==> src/mpf_pkg.sv <==
// ----------------------------------------------------------------------------
// mpf_pkg: shared types and constants of the PUBLISH frame builder
// Job descriptor passed from the front end to the byte emitter, result word
// layout, queue depths and protocol constants.
// ----------------------------------------------------------------------------
`timescale 1ns / 1ps

package mpf_pkg;

  localparam logic [7:0]  HDR_PUBLISH = 8'h30;
  localparam logic [28:0] MAX_REMAIN  = 29'h0FFF_FFFF;
  localparam int          JOB_BYTES   = 9;   // longest burst from one input word
  localparam int          JQ_DEPTH    = 2;
  localparam int          JQ_AW       = $clog2(JQ_DEPTH);
  localparam int          OQ_DEPTH    = 2;
  localparam int          OQ_AW       = $clog2(OQ_DEPTH);

  // Bytes are emitted from index 0 upward.
  typedef struct packed {
    logic [3:0]                  nbytes;
    logic [JOB_BYTES-1:0][7:0]   bytes;
    logic                        pkt_end;  // last byte closes the packet
    logic                        err;
  } job_t;

  typedef struct packed {
    logic [7:0] data;
    logic       pkt_end;
    logic       run_last;
    logic       err;
  } ent_t;

  typedef enum logic [2:0] {
    PH_IDLE  = 3'b001,
    PH_TOPIC = 3'b010,
    PH_MSG   = 3'b100
  } phase_t;

endpackage

==> src/mpf_front.sv <==
// ----------------------------------------------------------------------------
// mpf_front: input word classifier and packet state
// Tracks the open packet, builds the header bytes on a start word and turns
// every accepted input word into one job descriptor.
// ----------------------------------------------------------------------------
`timescale 1ns / 1ps

module mpf_front import mpf_pkg::*; (
  input  logic        clk,
  input  logic        rst_n,
  input  logic        accept,
  input  logic        func,
  input  logic [7:0]  data_byte,
  input  logic [15:0] topic_length,
  input  logic [27:0] message_length,
  input  logic [1:0]  qos,
  output job_t        job
);

  phase_t      phase_r, phase_nxt;
  logic [15:0] pid_r, pid_nxt;
  logic [15:0] tleft_r, tleft_nxt;
  logic [27:0] mleft_r, mleft_nxt;
  logic        wid_r, wid_nxt;

  logic [28:0]      rem;
  logic [3:0][6:0]  grp;
  logic [2:0]       nvlb;
  logic             qnz;

  assign qnz  = (qos != 2'd0);
  assign rem  = 29'd2 + {13'd0, topic_length} + {1'b0, message_length}
              + (qnz ? 29'd2 : 29'd0);
  assign grp  = rem[27:0];
  assign nvlb = (rem[27:7] == '0)  ? 3'd1 :
                (rem[27:14] == '0) ? 3'd2 :
                (rem[27:21] == '0) ? 3'd3 : 3'd4;

  always_comb begin
    logic [3:0]  k;
    logic [15:0] tdec;
    logic [27:0] mdec;
    phase_nxt = phase_r;
    pid_nxt   = pid_r;
    tleft_nxt = tleft_r;
    mleft_nxt = mleft_r;
    wid_nxt   = wid_r;
    job       = '0;
    k         = 4'd0;
    tdec      = tleft_r - 16'd1;
    mdec      = mleft_r - 28'd1;
    if (!func) begin
      if (rem > MAX_REMAIN) begin
        phase_nxt  = PH_IDLE;
        job.nbytes = 4'd1;
        job.err    = 1'b1;
      end else begin
        wid_nxt   = qnz;
        tleft_nxt = topic_length;
        mleft_nxt = message_length;
        job.bytes[k] = HDR_PUBLISH;
        k = k + 4'd1;
        for (int i = 0; i < 4; i++) begin
          if (3'(i) < nvlb) begin
            job.bytes[k] = {(3'(i) < nvlb - 3'd1), grp[i]};
            k = k + 4'd1;
          end
        end
        job.bytes[k] = topic_length[15:8];
        k = k + 4'd1;
        job.bytes[k] = topic_length[7:0];
        k = k + 4'd1;
        if (topic_length == 16'd0) begin
          // empty topic: identifier and possibly the whole packet right away
          if (qnz) begin
            job.bytes[k] = pid_r[15:8];
            k = k + 4'd1;
            job.bytes[k] = pid_r[7:0];
            k = k + 4'd1;
            pid_nxt = pid_r + 16'd1;
          end
          job.pkt_end = (message_length == 28'd0);
          phase_nxt   = (message_length == 28'd0) ? PH_IDLE : PH_MSG;
        end else begin
          phase_nxt = PH_TOPIC;
        end
        job.nbytes = k;
      end
    end else begin
      unique case (phase_r)
        PH_TOPIC: begin
          job.bytes[0] = data_byte;
          k            = 4'd1;
          tleft_nxt    = tdec;
          if (tdec == 16'd0) begin
            if (wid_r) begin
              job.bytes[1] = pid_r[15:8];
              job.bytes[2] = pid_r[7:0];
              k            = 4'd3;
              pid_nxt      = pid_r + 16'd1;
            end
            job.pkt_end = (mleft_r == 28'd0);
            phase_nxt   = (mleft_r == 28'd0) ? PH_IDLE : PH_MSG;
          end
          job.nbytes = k;
        end
        PH_MSG: begin
          job.bytes[0] = data_byte;
          job.nbytes   = 4'd1;
          mleft_nxt    = mdec;
          job.pkt_end  = (mdec == 28'd0);
          if (mdec == 28'd0) begin
            phase_nxt = PH_IDLE;
          end
        end
        default: begin
          // byte with no open packet
          job.nbytes = 4'd1;
          job.err    = 1'b1;
        end
      endcase
    end
  end

  always_ff @(posedge clk) begin
    if (!rst_n) begin
      phase_r <= PH_IDLE;
      pid_r   <= '0;
      tleft_r <= '0;
      mleft_r <= '0;
      wid_r   <= 1'b0;
    end else if (accept) begin
      phase_r <= phase_nxt;
      pid_r   <= pid_nxt;
      tleft_r <= tleft_nxt;
      mleft_r <= mleft_nxt;
      wid_r   <= wid_nxt;
    end
  end

endmodule

==> src/mpf_job_queue.sv <==
// ----------------------------------------------------------------------------
// mpf_job_queue: short job queue between front end and byte emitter
// Registered full/valid flags so neither side sees the other combinationally.
// ----------------------------------------------------------------------------
`timescale 1ns / 1ps

module mpf_job_queue import mpf_pkg::*; (
  input  logic clk,
  input  logic rst_n,
  input  logic wr,
  input  job_t wr_job,
  output logic full,
  input  logic rd,
  output logic valid,
  output job_t rd_job
);

  job_t               mem_r [JQ_DEPTH];
  logic [JQ_AW-1:0]   wp_r, wp_nxt;
  logic [JQ_AW-1:0]   rp_r, rp_nxt;
  logic [JQ_AW:0]     cnt_r, cnt_nxt;

  assign full   = (cnt_r == (JQ_AW+1)'(JQ_DEPTH));
  assign valid  = (cnt_r != '0);
  assign rd_job = mem_r[rp_r];

  always_comb begin
    wp_nxt  = wp_r;
    rp_nxt  = rp_r;
    cnt_nxt = cnt_r;
    if (wr) begin
      wp_nxt = (wp_r == JQ_AW'(JQ_DEPTH - 1)) ? '0 : wp_r + 1'b1;
    end
    if (rd) begin
      rp_nxt = (rp_r == JQ_AW'(JQ_DEPTH - 1)) ? '0 : rp_r + 1'b1;
    end
    if (wr && !rd) begin
      cnt_nxt = cnt_r + 1'b1;
    end else if (rd && !wr) begin
      cnt_nxt = cnt_r - 1'b1;
    end
  end

  always_ff @(posedge clk) begin
    if (!rst_n) begin
      wp_r  <= '0;
      rp_r  <= '0;
      cnt_r <= '0;
    end else begin
      wp_r  <= wp_nxt;
      rp_r  <= rp_nxt;
      cnt_r <= cnt_nxt;
    end
  end

  always_ff @(posedge clk) begin
    if (wr) begin
      mem_r[wp_r] <= wr_job;
    end
  end

endmodule

==> src/mpf_back.sv <==
// ----------------------------------------------------------------------------
// mpf_back: byte emitter and result queue
// Unrolls one job per burst into result words, one byte per cycle while the
// output queue has room, and keeps them in a small output queue for the receiver.
// ----------------------------------------------------------------------------
`timescale 1ns / 1ps

module mpf_back import mpf_pkg::*; (
  input  logic       clk,
  input  logic       rst_n,
  input  logic       q_valid,
  input  job_t       q_job,
  output logic       q_rd,
  output logic       empty,
  input  logic       pop,
  output ent_t       head
);

  logic                        cur_valid_r, cur_valid_nxt;
  logic [JOB_BYTES-1:0][7:0]   cur_bytes_r, cur_bytes_nxt;
  logic [3:0]                  cur_left_r, cur_left_nxt;
  logic                        cur_end_r, cur_end_nxt;
  logic                        cur_err_r, cur_err_nxt;

  ent_t              oq_r [OQ_DEPTH];
  logic [OQ_AW-1:0]  owp_r, owp_nxt;
  logic [OQ_AW-1:0]  orp_r, orp_nxt;
  logic [OQ_AW:0]    ocnt_r, ocnt_nxt;

  logic  pop_ok, room, emit, last;
  ent_t  ent;

  assign empty  = (ocnt_r == '0);
  assign head   = oq_r[orp_r];
  assign pop_ok = pop && !empty;
  assign room   = (ocnt_r != (OQ_AW+1)'(OQ_DEPTH)) || pop_ok;
  assign emit   = cur_valid_r && room;
  assign last   = (cur_left_r == 4'd1);
  assign q_rd   = q_valid && (!cur_valid_r || (emit && last));

  assign ent.data     = cur_bytes_r[0];
  assign ent.pkt_end  = cur_end_r && last;
  assign ent.run_last = last;
  assign ent.err      = cur_err_r;

  always_comb begin
    cur_valid_nxt = cur_valid_r;
    cur_bytes_nxt = cur_bytes_r;
    cur_left_nxt  = cur_left_r;
    cur_end_nxt   = cur_end_r;
    cur_err_nxt   = cur_err_r;
    if (q_rd) begin
      cur_valid_nxt = 1'b1;
      cur_bytes_nxt = q_job.bytes;
      cur_left_nxt  = q_job.nbytes;
      cur_end_nxt   = q_job.pkt_end;
      cur_err_nxt   = q_job.err;
    end else if (emit) begin
      cur_valid_nxt = !last;
      cur_bytes_nxt = cur_bytes_r >> 8;
      cur_left_nxt  = cur_left_r - 4'd1;
    end
  end

  always_comb begin
    owp_nxt  = owp_r;
    orp_nxt  = orp_r;
    ocnt_nxt = ocnt_r;
    if (emit) begin
      owp_nxt = (owp_r == OQ_AW'(OQ_DEPTH - 1)) ? '0 : owp_r + 1'b1;
    end
    if (pop_ok) begin
      orp_nxt = (orp_r == OQ_AW'(OQ_DEPTH - 1)) ? '0 : orp_r + 1'b1;
    end
    if (emit && !pop_ok) begin
      ocnt_nxt = ocnt_r + 1'b1;
    end else if (pop_ok && !emit) begin
      ocnt_nxt = ocnt_r - 1'b1;
    end
  end

  always_ff @(posedge clk) begin
    if (!rst_n) begin
      cur_valid_r <= 1'b0;
      cur_left_r  <= '0;
      owp_r       <= '0;
      orp_r       <= '0;
      ocnt_r      <= '0;
    end else begin
      cur_valid_r <= cur_valid_nxt;
      cur_left_r  <= cur_left_nxt;
      owp_r       <= owp_nxt;
      orp_r       <= orp_nxt;
      ocnt_r      <= ocnt_nxt;
    end
  end

  always_ff @(posedge clk) begin
    cur_bytes_r <= cur_bytes_nxt;
    cur_end_r   <= cur_end_nxt;
    cur_err_r   <= cur_err_nxt;
    if (emit) begin
      oq_r[owp_r] <= ent;
    end
  end

  a_left_nonzero: assert property (@(posedge clk) disable iff (!rst_n)
    cur_valid_r |-> (cur_left_r != 4'd0))
    else $error("active burst with no bytes left");

  a_err_single: assert property (@(posedge clk) disable iff (!rst_n)
    (cur_valid_r && cur_err_r) |-> (cur_left_r == 4'd1))
    else $error("error burst longer than one word");

  a_burst_cont: assert property (@(posedge clk) disable iff (!rst_n)
    (emit && !last) |=> cur_valid_r)
    else $error("burst dropped before its last byte");

  a_oq_bound: assert property (@(posedge clk) disable iff (!rst_n)
    ocnt_r <= (OQ_AW+1)'(OQ_DEPTH))
    else $error("result queue overflow");

endmodule

==> src/mqtt_publish_framer.sv <==
// ----------------------------------------------------------------------------
// mqtt_publish_framer: PUBLISH frame builder, byte stream out
// Front end tracks the open packet and builds header bursts; a byte emitter
// drains them one byte per cycle, while the result queue has room, into that queue.
// ----------------------------------------------------------------------------
// Usage:
//   Input side is a queue write port: drive in_* and raise push; the word is
//   taken on a clock edge with push high and full low. func = 0 opens a
//   packet (topic_length, message_length, qos); func = 1 carries one topic or
//   message byte.
//   Result side is a queue read port: while empty is low the oldest result
//   (out_byte, out_packet_end, out_run_last, out_error) is presented; it is
//   taken on an edge with pop high.
//   A start word yields 4 to 9 bytes (0x30, 1-4 length bytes, topic length,
//   optional packet identifier); a data word yields 1 byte, or 3 when the
//   identifier follows the last topic byte. Error words yield one result.
//   A word passes through the job queue, the emitter's burst register and the result queue.
//   Throughput: one result per cycle while the result queue has room, set by
//   the single-byte emitter; data streams run at one word per cycle,
//   header bursts hold full high while the two-entry job queue drains.
//   Reset (rst_n low, synchronous) empties both queues, closes any packet
//   and sets the packet identifier to zero.
//   When pop stays low the result queue fills, the emitter stops, the job
//   queue fills and full rises; nothing is dropped.
// ----------------------------------------------------------------------------
`timescale 1ns / 1ps

module mqtt_publish_framer import mpf_pkg::*; (
  input  logic        clk,
  input  logic        rst_n,
  input  logic        push,
  output logic        full,
  input  logic        in_func,
  input  logic [7:0]  in_data_byte,
  input  logic [15:0] in_topic_length,
  input  logic [27:0] in_message_length,
  input  logic [1:0]  in_qos,
  output logic        empty,
  input  logic        pop,
  output logic [7:0]  out_byte,
  output logic        out_packet_end,
  output logic        out_run_last,
  output logic        out_error
);

  logic accept;
  job_t front_job;   // job built from the word at the input
  job_t q_job;       // job at the head of the queue
  logic q_valid, q_rd;
  ent_t head;

  assign accept = push && !full;

  mpf_front u_front (
    .clk            (clk),
    .rst_n          (rst_n),
    .accept         (accept),
    .func           (in_func),
    .data_byte      (in_data_byte),
    .topic_length   (in_topic_length),
    .message_length (in_message_length),
    .qos            (in_qos),
    .job            (front_job)
  );

  mpf_job_queue u_jq (
    .clk    (clk),
    .rst_n  (rst_n),
    .wr     (accept),
    .wr_job (front_job),
    .full   (full),
    .rd     (q_rd),
    .valid  (q_valid),
    .rd_job (q_job)
  );

  mpf_back u_back (
    .clk     (clk),
    .rst_n   (rst_n),
    .q_valid (q_valid),
    .q_job   (q_job),
    .q_rd    (q_rd),
    .empty   (empty),
    .pop     (pop),
    .head    (head)
  );

  assign out_byte       = head.data;
  assign out_packet_end = head.pkt_end;
  assign out_run_last   = head.run_last;
  assign out_error      = head.err;

endmodule
==> config.mk <==
export PLATFORM = sky130hd
export DESIGN_NAME = mqtt_publish_framer
export DESIGN_NICKNAME = d
export VERILOG_FILES = /design/src/mpf_pkg.sv /design/src/mpf_front.sv /design/src/mpf_job_queue.sv /design/src/mpf_back.sv /design/src/mqtt_publish_framer.sv
export SDC_FILE = /design/constraint.sdc
export NUM_CORES = 1
export LEC_CHECK = 0
export ABC_AREA = 1
export BUFFER_PORTS_ARGS = -buffer_cell sky130_fd_sc_hd__buf_4
export CORE_UTILIZATION = 45
export DETAILED_ROUTE_END_ITERATION = 12
export PLACE_DENSITY_LB_ADDON = 0.25
export SYNTH_ARGS = -nofsm -noshare
export SYNTH_HDL_FRONTEND = slang
export SYNTH_SLANG_ARGS = --single-unit
==> constraint.sdc <==
create_clock -name clk -period 19.9 [get_ports clk]
set_clock_uncertainty 0.05 [all_clocks]
set_input_delay 1.99 -clock clk [delete_from_list [all_inputs] [get_ports clk]]
set_output_delay 1.99 -clock clk [all_outputs]
set_load 0.005 [all_outputs]
# After elaboration in Yosys (flattened, before gate mapping)
# Memories as Yosys holds them, arrays and structs flattened. A register that Yosys moved wholly into a read port is not among the register bits.
# Index checks and enable logic that the tools add are counted.
[word_totals]
ram_bits = 178
register_bits = 151
n_memories = 2
output_inout_bits = 13
[op_classes]
eq_ne = 13
n_mux = 111
n_lt_le_gt_ge = 23
n_bitwise = 2
reduce_logical = 49
addsub = 23
[mem_list]
columns = ["name", "words", "word_bits", "read_ports", "rd_clocked_by_memory_dff", "wr", "line_no", "rtl"]
rows = [
  ["u_jq.mem_r", 2, 78, 1, 1, 1, "mpf_job_queue.sv:18", "job_t mem_r [JQ_DEPTH];"],
  ["u_back.oq_r", 2, 11, 1, 1, 1, "mpf_back.sv:25", "ent_t oq_r [OQ_DEPTH];"],
]
[ops]
columns = ["operator", "count"]
rows = [
  ["two-way mux 72 bit", 12],
  ["bitwise mux 72 bit", 7],
  ["demux 8 bit (select 4 bit)", 7],
  ["two-way mux 16 bit", 13],
  ["two-way mux 73 bit", 2],
  ["logical NOT 28 bit", 3],
  ["two-way mux 28 bit", 3],
  ["two-way mux 8 bit", 10],
  ["two-way mux 4 bit", 17],
  ["two-way mux 48 bit", 1],
  ["< comparator 4 x 5 -> 1 bit (second input constant)", 7],
  ["logical NOT 16 bit", 2],
  ["two-way mux 3 bit", 10],
  ["adder 29 x 28 -> 29 bit", 1],
  ["adder 29 bit", 1],
  ["> comparator 29 x 28 -> 1 bit (second input constant)", 1],
  ["adder 4 x 1 -> 4 bit (second input constant)", 7],
  ["greater-or-equal comparator 4 x 1 -> 1 bit (second input constant)", 7],
  ["subtractor 28 x 1 -> 28 bit (second input constant)", 1],
  ["two-way mux 26 bit", 1],
  ["logical NOT 21 bit", 1],
  ["two-way mux 2 bit", 9],
  ["case mux 9 bit (2 select lines)", 1],
  ["adder 2 x 16 -> 17 bit (first input constant)", 1],
  ["31 further kinds", 96],
]

# Longest topological paths before layout
[logic_depth]
depth_word = 35
depth_mapped = 48
ltp_nobuf = 46

# Cells and area by module
# Synthesis repeated with hierarchy kept, for this count alone.
[unflattened]
cells_unflattened = 2545
area_unflattened_um2 = 20494.7
[modules_own_cells]
columns = ["module", "cells_each", "area_each_um2", "n_inst"]
rows = [
  ["mpf_front", 1850, 10033.4, 1],
  ["mpf_job_queue", 278, 5935.7, 1],
  ["mpf_back", 415, 4515.6, 1],
  ["mqtt_publish_framer", 2, 10.0, 1],
]

# Worst setup path before layout
# Ideal clock, no wire load.
[synth_path]
path_kind = "input to register"
start = "in in_topic_length[3]"
end = "mem u_jq.mem_r[0][31] (netlist name), data pin"
slack_ps = 11334
arrival_time_ps = 8257
path_buffers = 3
setup_ps = 259
path_stages = 43
cell_sequence = "clkbuf_1 nand3_1 nor3_1 nand3_1 nor3_1 nand2_1 nor2_1 nand3_1 xor2_1 ha_1 ha_1 nand2_1 inv_1 nand2_1 nand2_2 a21oi_1 nand2_2 nand2_1 [... 7 more ...] ha_1 inv_1 clkbuf_1 nor2_1 nor2_1 inv_1 ha_1 clkinv_1 clkbuf_1 ha_1 inv_1 nand3_1 nand2_2 nand2_2 nor2_4 inv_2 o21ai_1 nor2_1"
[synth_rtl]
columns = ["item", "line_no", "rtl"]
rows = [
  ["start, declared", "mqtt_publish_framer.sv:35", "input logic [15:0] in_topic_length,"],
  ["end, declared", "mpf_job_queue.sv:18", ""],
]

==> flow_summary.toml <==
[final_layout]
nNetsFinal = 2799
fin_util = 0.5071
nFillCells = 4356
num_antenna_cells = 0
synthToLayoutAreaGrowth_pct = 10.54
drive_above_1_share = 0.08732

[outcome]
outcome = "finished, final reports clean"

[global_routing]
grt_overflow_total = 0
grt_usage = 0.2952
grt_antenna_before_repair = 0
grt_pass1_vias = 17600
grt_start_max_net_pins = 89
grt_first_pass_wirelength_mm = 104.5

[floorplanning]
pin_count = 72
rows = 77
coreArea_um2 = 44410
die-width_um = 214.8
die_h_um = 214.8
start_util = 0.4587
die-area_um2 = 46130

[detailed_routing]
drc = 0
wire_per_inst_um = 20.72
vias = 18520
drt_iter0_drc = 1432
routed_wl_mm = 68.49
vias_per_cell = 5.602
first_pass_iters = 6
drtAntennaViolNets = 0

[worst_setup_path]
cp_common_cell = "nand2_1"
startpoint = "in_topic_length[1]"
crit_family = "simple AND/OR/NAND/NOR gates"
end_kind = "flip-flop"
reg2reg_to = "u_front.pid_r[10]$_SDFFE_PN0P_"
path_buf_inv = 7
critPathArrivalTime_ns = 10.11
start_kind = "input pin"
cp.depth = 42
cp.required_ns = 20.15
r2r_slack_ns = 16.54
crit_type = "input pin to flip-flop"
r2r_start = "u_front.tleft_r[1]$_SDFFE_PN0P_"
crit_path_top_delay_cell = "clkinv_1"
slowest_delay_ns = 0.54
crit_end = "u_jq.mem_r[0][43]$_DFFE_PP_"
rr_worst_depth = 16
crit_fanout = 32

[timing]
tns_ns = 0
slew_violations = 0
maxSlewHeadroom = 0.2819
max_freq_ghz = 0.1014
finalSetupViolations = 0
rsz0062_at_grt = "no"
finalWorstSetupSlack_ns = 10.04
period_minus_slack_ns = 9.861
tightest_slew_ns = 1.073
period_share = 0.4955
hold_viol = 0

[place]
gp_congestion = 1.029
dp_hpwl_mm = 50.41
portBuffers = 71
pre_cts_slack_ns = 9.578

[clocking]
hold_buffers = 0
ctsResizeCount = 0
cts_root_buf = "clkbuf_16"
cts_tree = "built"
cts_buffer_depth = 3
htreeDepth = 2
clk_latency_ns = 0.56
clk_pin_slew_ns = 0.06
cts_buffers = 38
clkSinkCount = 331
post_cts_buffers = 0

[synthesis]
synth-adder-area-share = 0.03451
synth_area_um2 = 20370
yosysUniqueCellTypes = 53
synth_warnings = 0
ys_ff_latch = 331
yosys-top-cells-area = "edfxtp_1 (37%), nand2_1 (16%), dfxtp_1 (7.8%), nor2_1 (4.6%), inv_1 (4.2%)"
ys_async_sr_fraction = 0
synth_edf_count = 252
yosysSeqAreaShare = 0.4491
synth_compound_area_frac = 0.1104
synth_top_area_frac = 0.3714
ys.flop_type = "edfxtp_1"
syn_inst = 2678
synthMuxAreaShare = 0.006080
yosysTopAreaCell = "edfxtp_1"
synth_top_family_by_area = "simple AND/OR/NAND/NOR gates"
synth-xor-area-share = 0.02665
synth-simple-area-share = 0.3009
syn_avg_cell_area_um2 = 7.608

[pwr]
leakagePower_nw = 9.637
power.total_w = 0.002560
pwr_density_cell_nw_per_um2 = 113.7
vdd_drop_max_mv = 0.08927

[hold_path]
hold_path.class = "flip-flop to flip-flop"

[run]
drv_cap = 0
kinds of logic after synthesis:
| family | Yosys count |
|---|---|
| compound gates | 411 |
| mux | 11 |
| simple gates | 1436 |
| flops | 331 |
| buf+inv | 371 |
| fa+ha+maj | 55 |
| xor+xnor | 62 |
| other cells | 1 |
report_power, final:
group / internal [W] / switching, W
registers: 0.000996 / 0.0000769
logic: 0.000239 / 0.000552
clock network: 0.000416 / 0.000281
total: 0.00165 / 0.000910
cells in the mapped netlist, types with 18 or more instances:
master    count
a31oi_1      95
nor3_1       29
inv_1       229
a21oi_1     122
edfxtp_1    252
o21ai_0     162
nand4_1      54
dfxtp_1      79
buf_2        18
nand2_1     883
nand3_1     132
nor2_1      252
nand2_2      23
ha_1         53
clkbuf_1     86
xor2_1       46
metrics by stage:
stage	std cells	hold WS [ns]	instance area, um^2
CTS	3306	0.3888	22520
floorplan	2679	0.3715	20380
global placement	3237	0.3757	21270
detailed placement	3237	0.3835	21270
global route	3306	0.4159	22520
finish	3306	0.3930	22520
sequential cells by signal (all words and copies together), names as in the netlist, 2 cells and up, named ones only:
name	flops
u_jq.mem_r	156
u_back.cur_bytes_r	72
u_front.mleft_r	28
u_back.oq_r	22
u_front.pid_r	16
u_front.tleft_r	16
u_back.cur_left_r	4
u_front.phase_r	3
u_back.ocnt_r	2
u_jq.cnt_r	2
layout make-up:
class                   instances  area, um^2  area share
multi-input cells            1977        9792      0.4348
flip-flops and latches        331        9150      0.4063
well taps                     592       740.7     0.03289
clock inverters                18       236.5     0.01050
repair buffers                 84       630.6     0.02800
inverters                     253       952.2     0.04228
clock buffers                  51        1020     0.04528
cells in the final DEF, fill, tap and decap left out, types with 5 or more instances in the layout:
master	synthesis	routed
a21oi_1	122	122
buf_4	3	84
clkinv_1	9	13
o21ai_1	9	10
nand3b_1	5	5
inv_2	15	16
a31oi_1	95	95
ha_1	53	53
o211ai_1	5	5
clkbuf_16	0	38
xor2_1	46	46
inv_1	229	228
edfxtp_1	252	252
nand2_2	23	23
nor4_1	16	16
nor2_4	12	15
nor3_1	29	28
nand3_1	132	132
nor2_2	8	8
nor2_1	252	249
nand2_1	883	882
nand3_2	5	5
xnor2_1	16	16
dfxtp_1	79	78
nand4_1	54	54
mux2_2	11	11
o21ai_0	162	161
clkbuf_1	86	11
worst min-delay path by stage:
stage / cells after the start / end / start / slack (ns)
global route: 0 / u_back.oq_r[1][6]$_DFFE_PP_ / u_back.cur_bytes_r[3]$_DFFE_PP_ / 0.42
finish: 1 / flip-flop / u_jq.rp_r$_SDFFE_PN0P_ / 0.39
global placement: 0 / u_back.oq_r[1][6]$_DFFE_PP_ / u_back.cur_bytes_r[3]$_DFFE_PP_ / 0.38
floorplan: 0 / u_back.oq_r[0][0]$_DFFE_PP_ / u_back.cur_err_r$_DFFE_PP_ / 0.37
CTS: 1 / flip-flop / u_jq.rp_r$_SDFFE_PN0P_ / 0.39
detailed placement: 1 / flip-flop / u_jq.rp_r$_SDFFE_PN0P_ / 0.38
per-layer routing:
metal | wire (um) | vias up | global-route usage
met1 | 28110 | 8707 | 0.3762
met5 | 0 | - | 0
met2 | 32110 | 731 | 0.4892
met3 | 4697 | 179 | 0.04147
li1 | - | 8904 | -
met4 | 3573 | 0 | 0.1502
(Power assumes the default switching activity.)
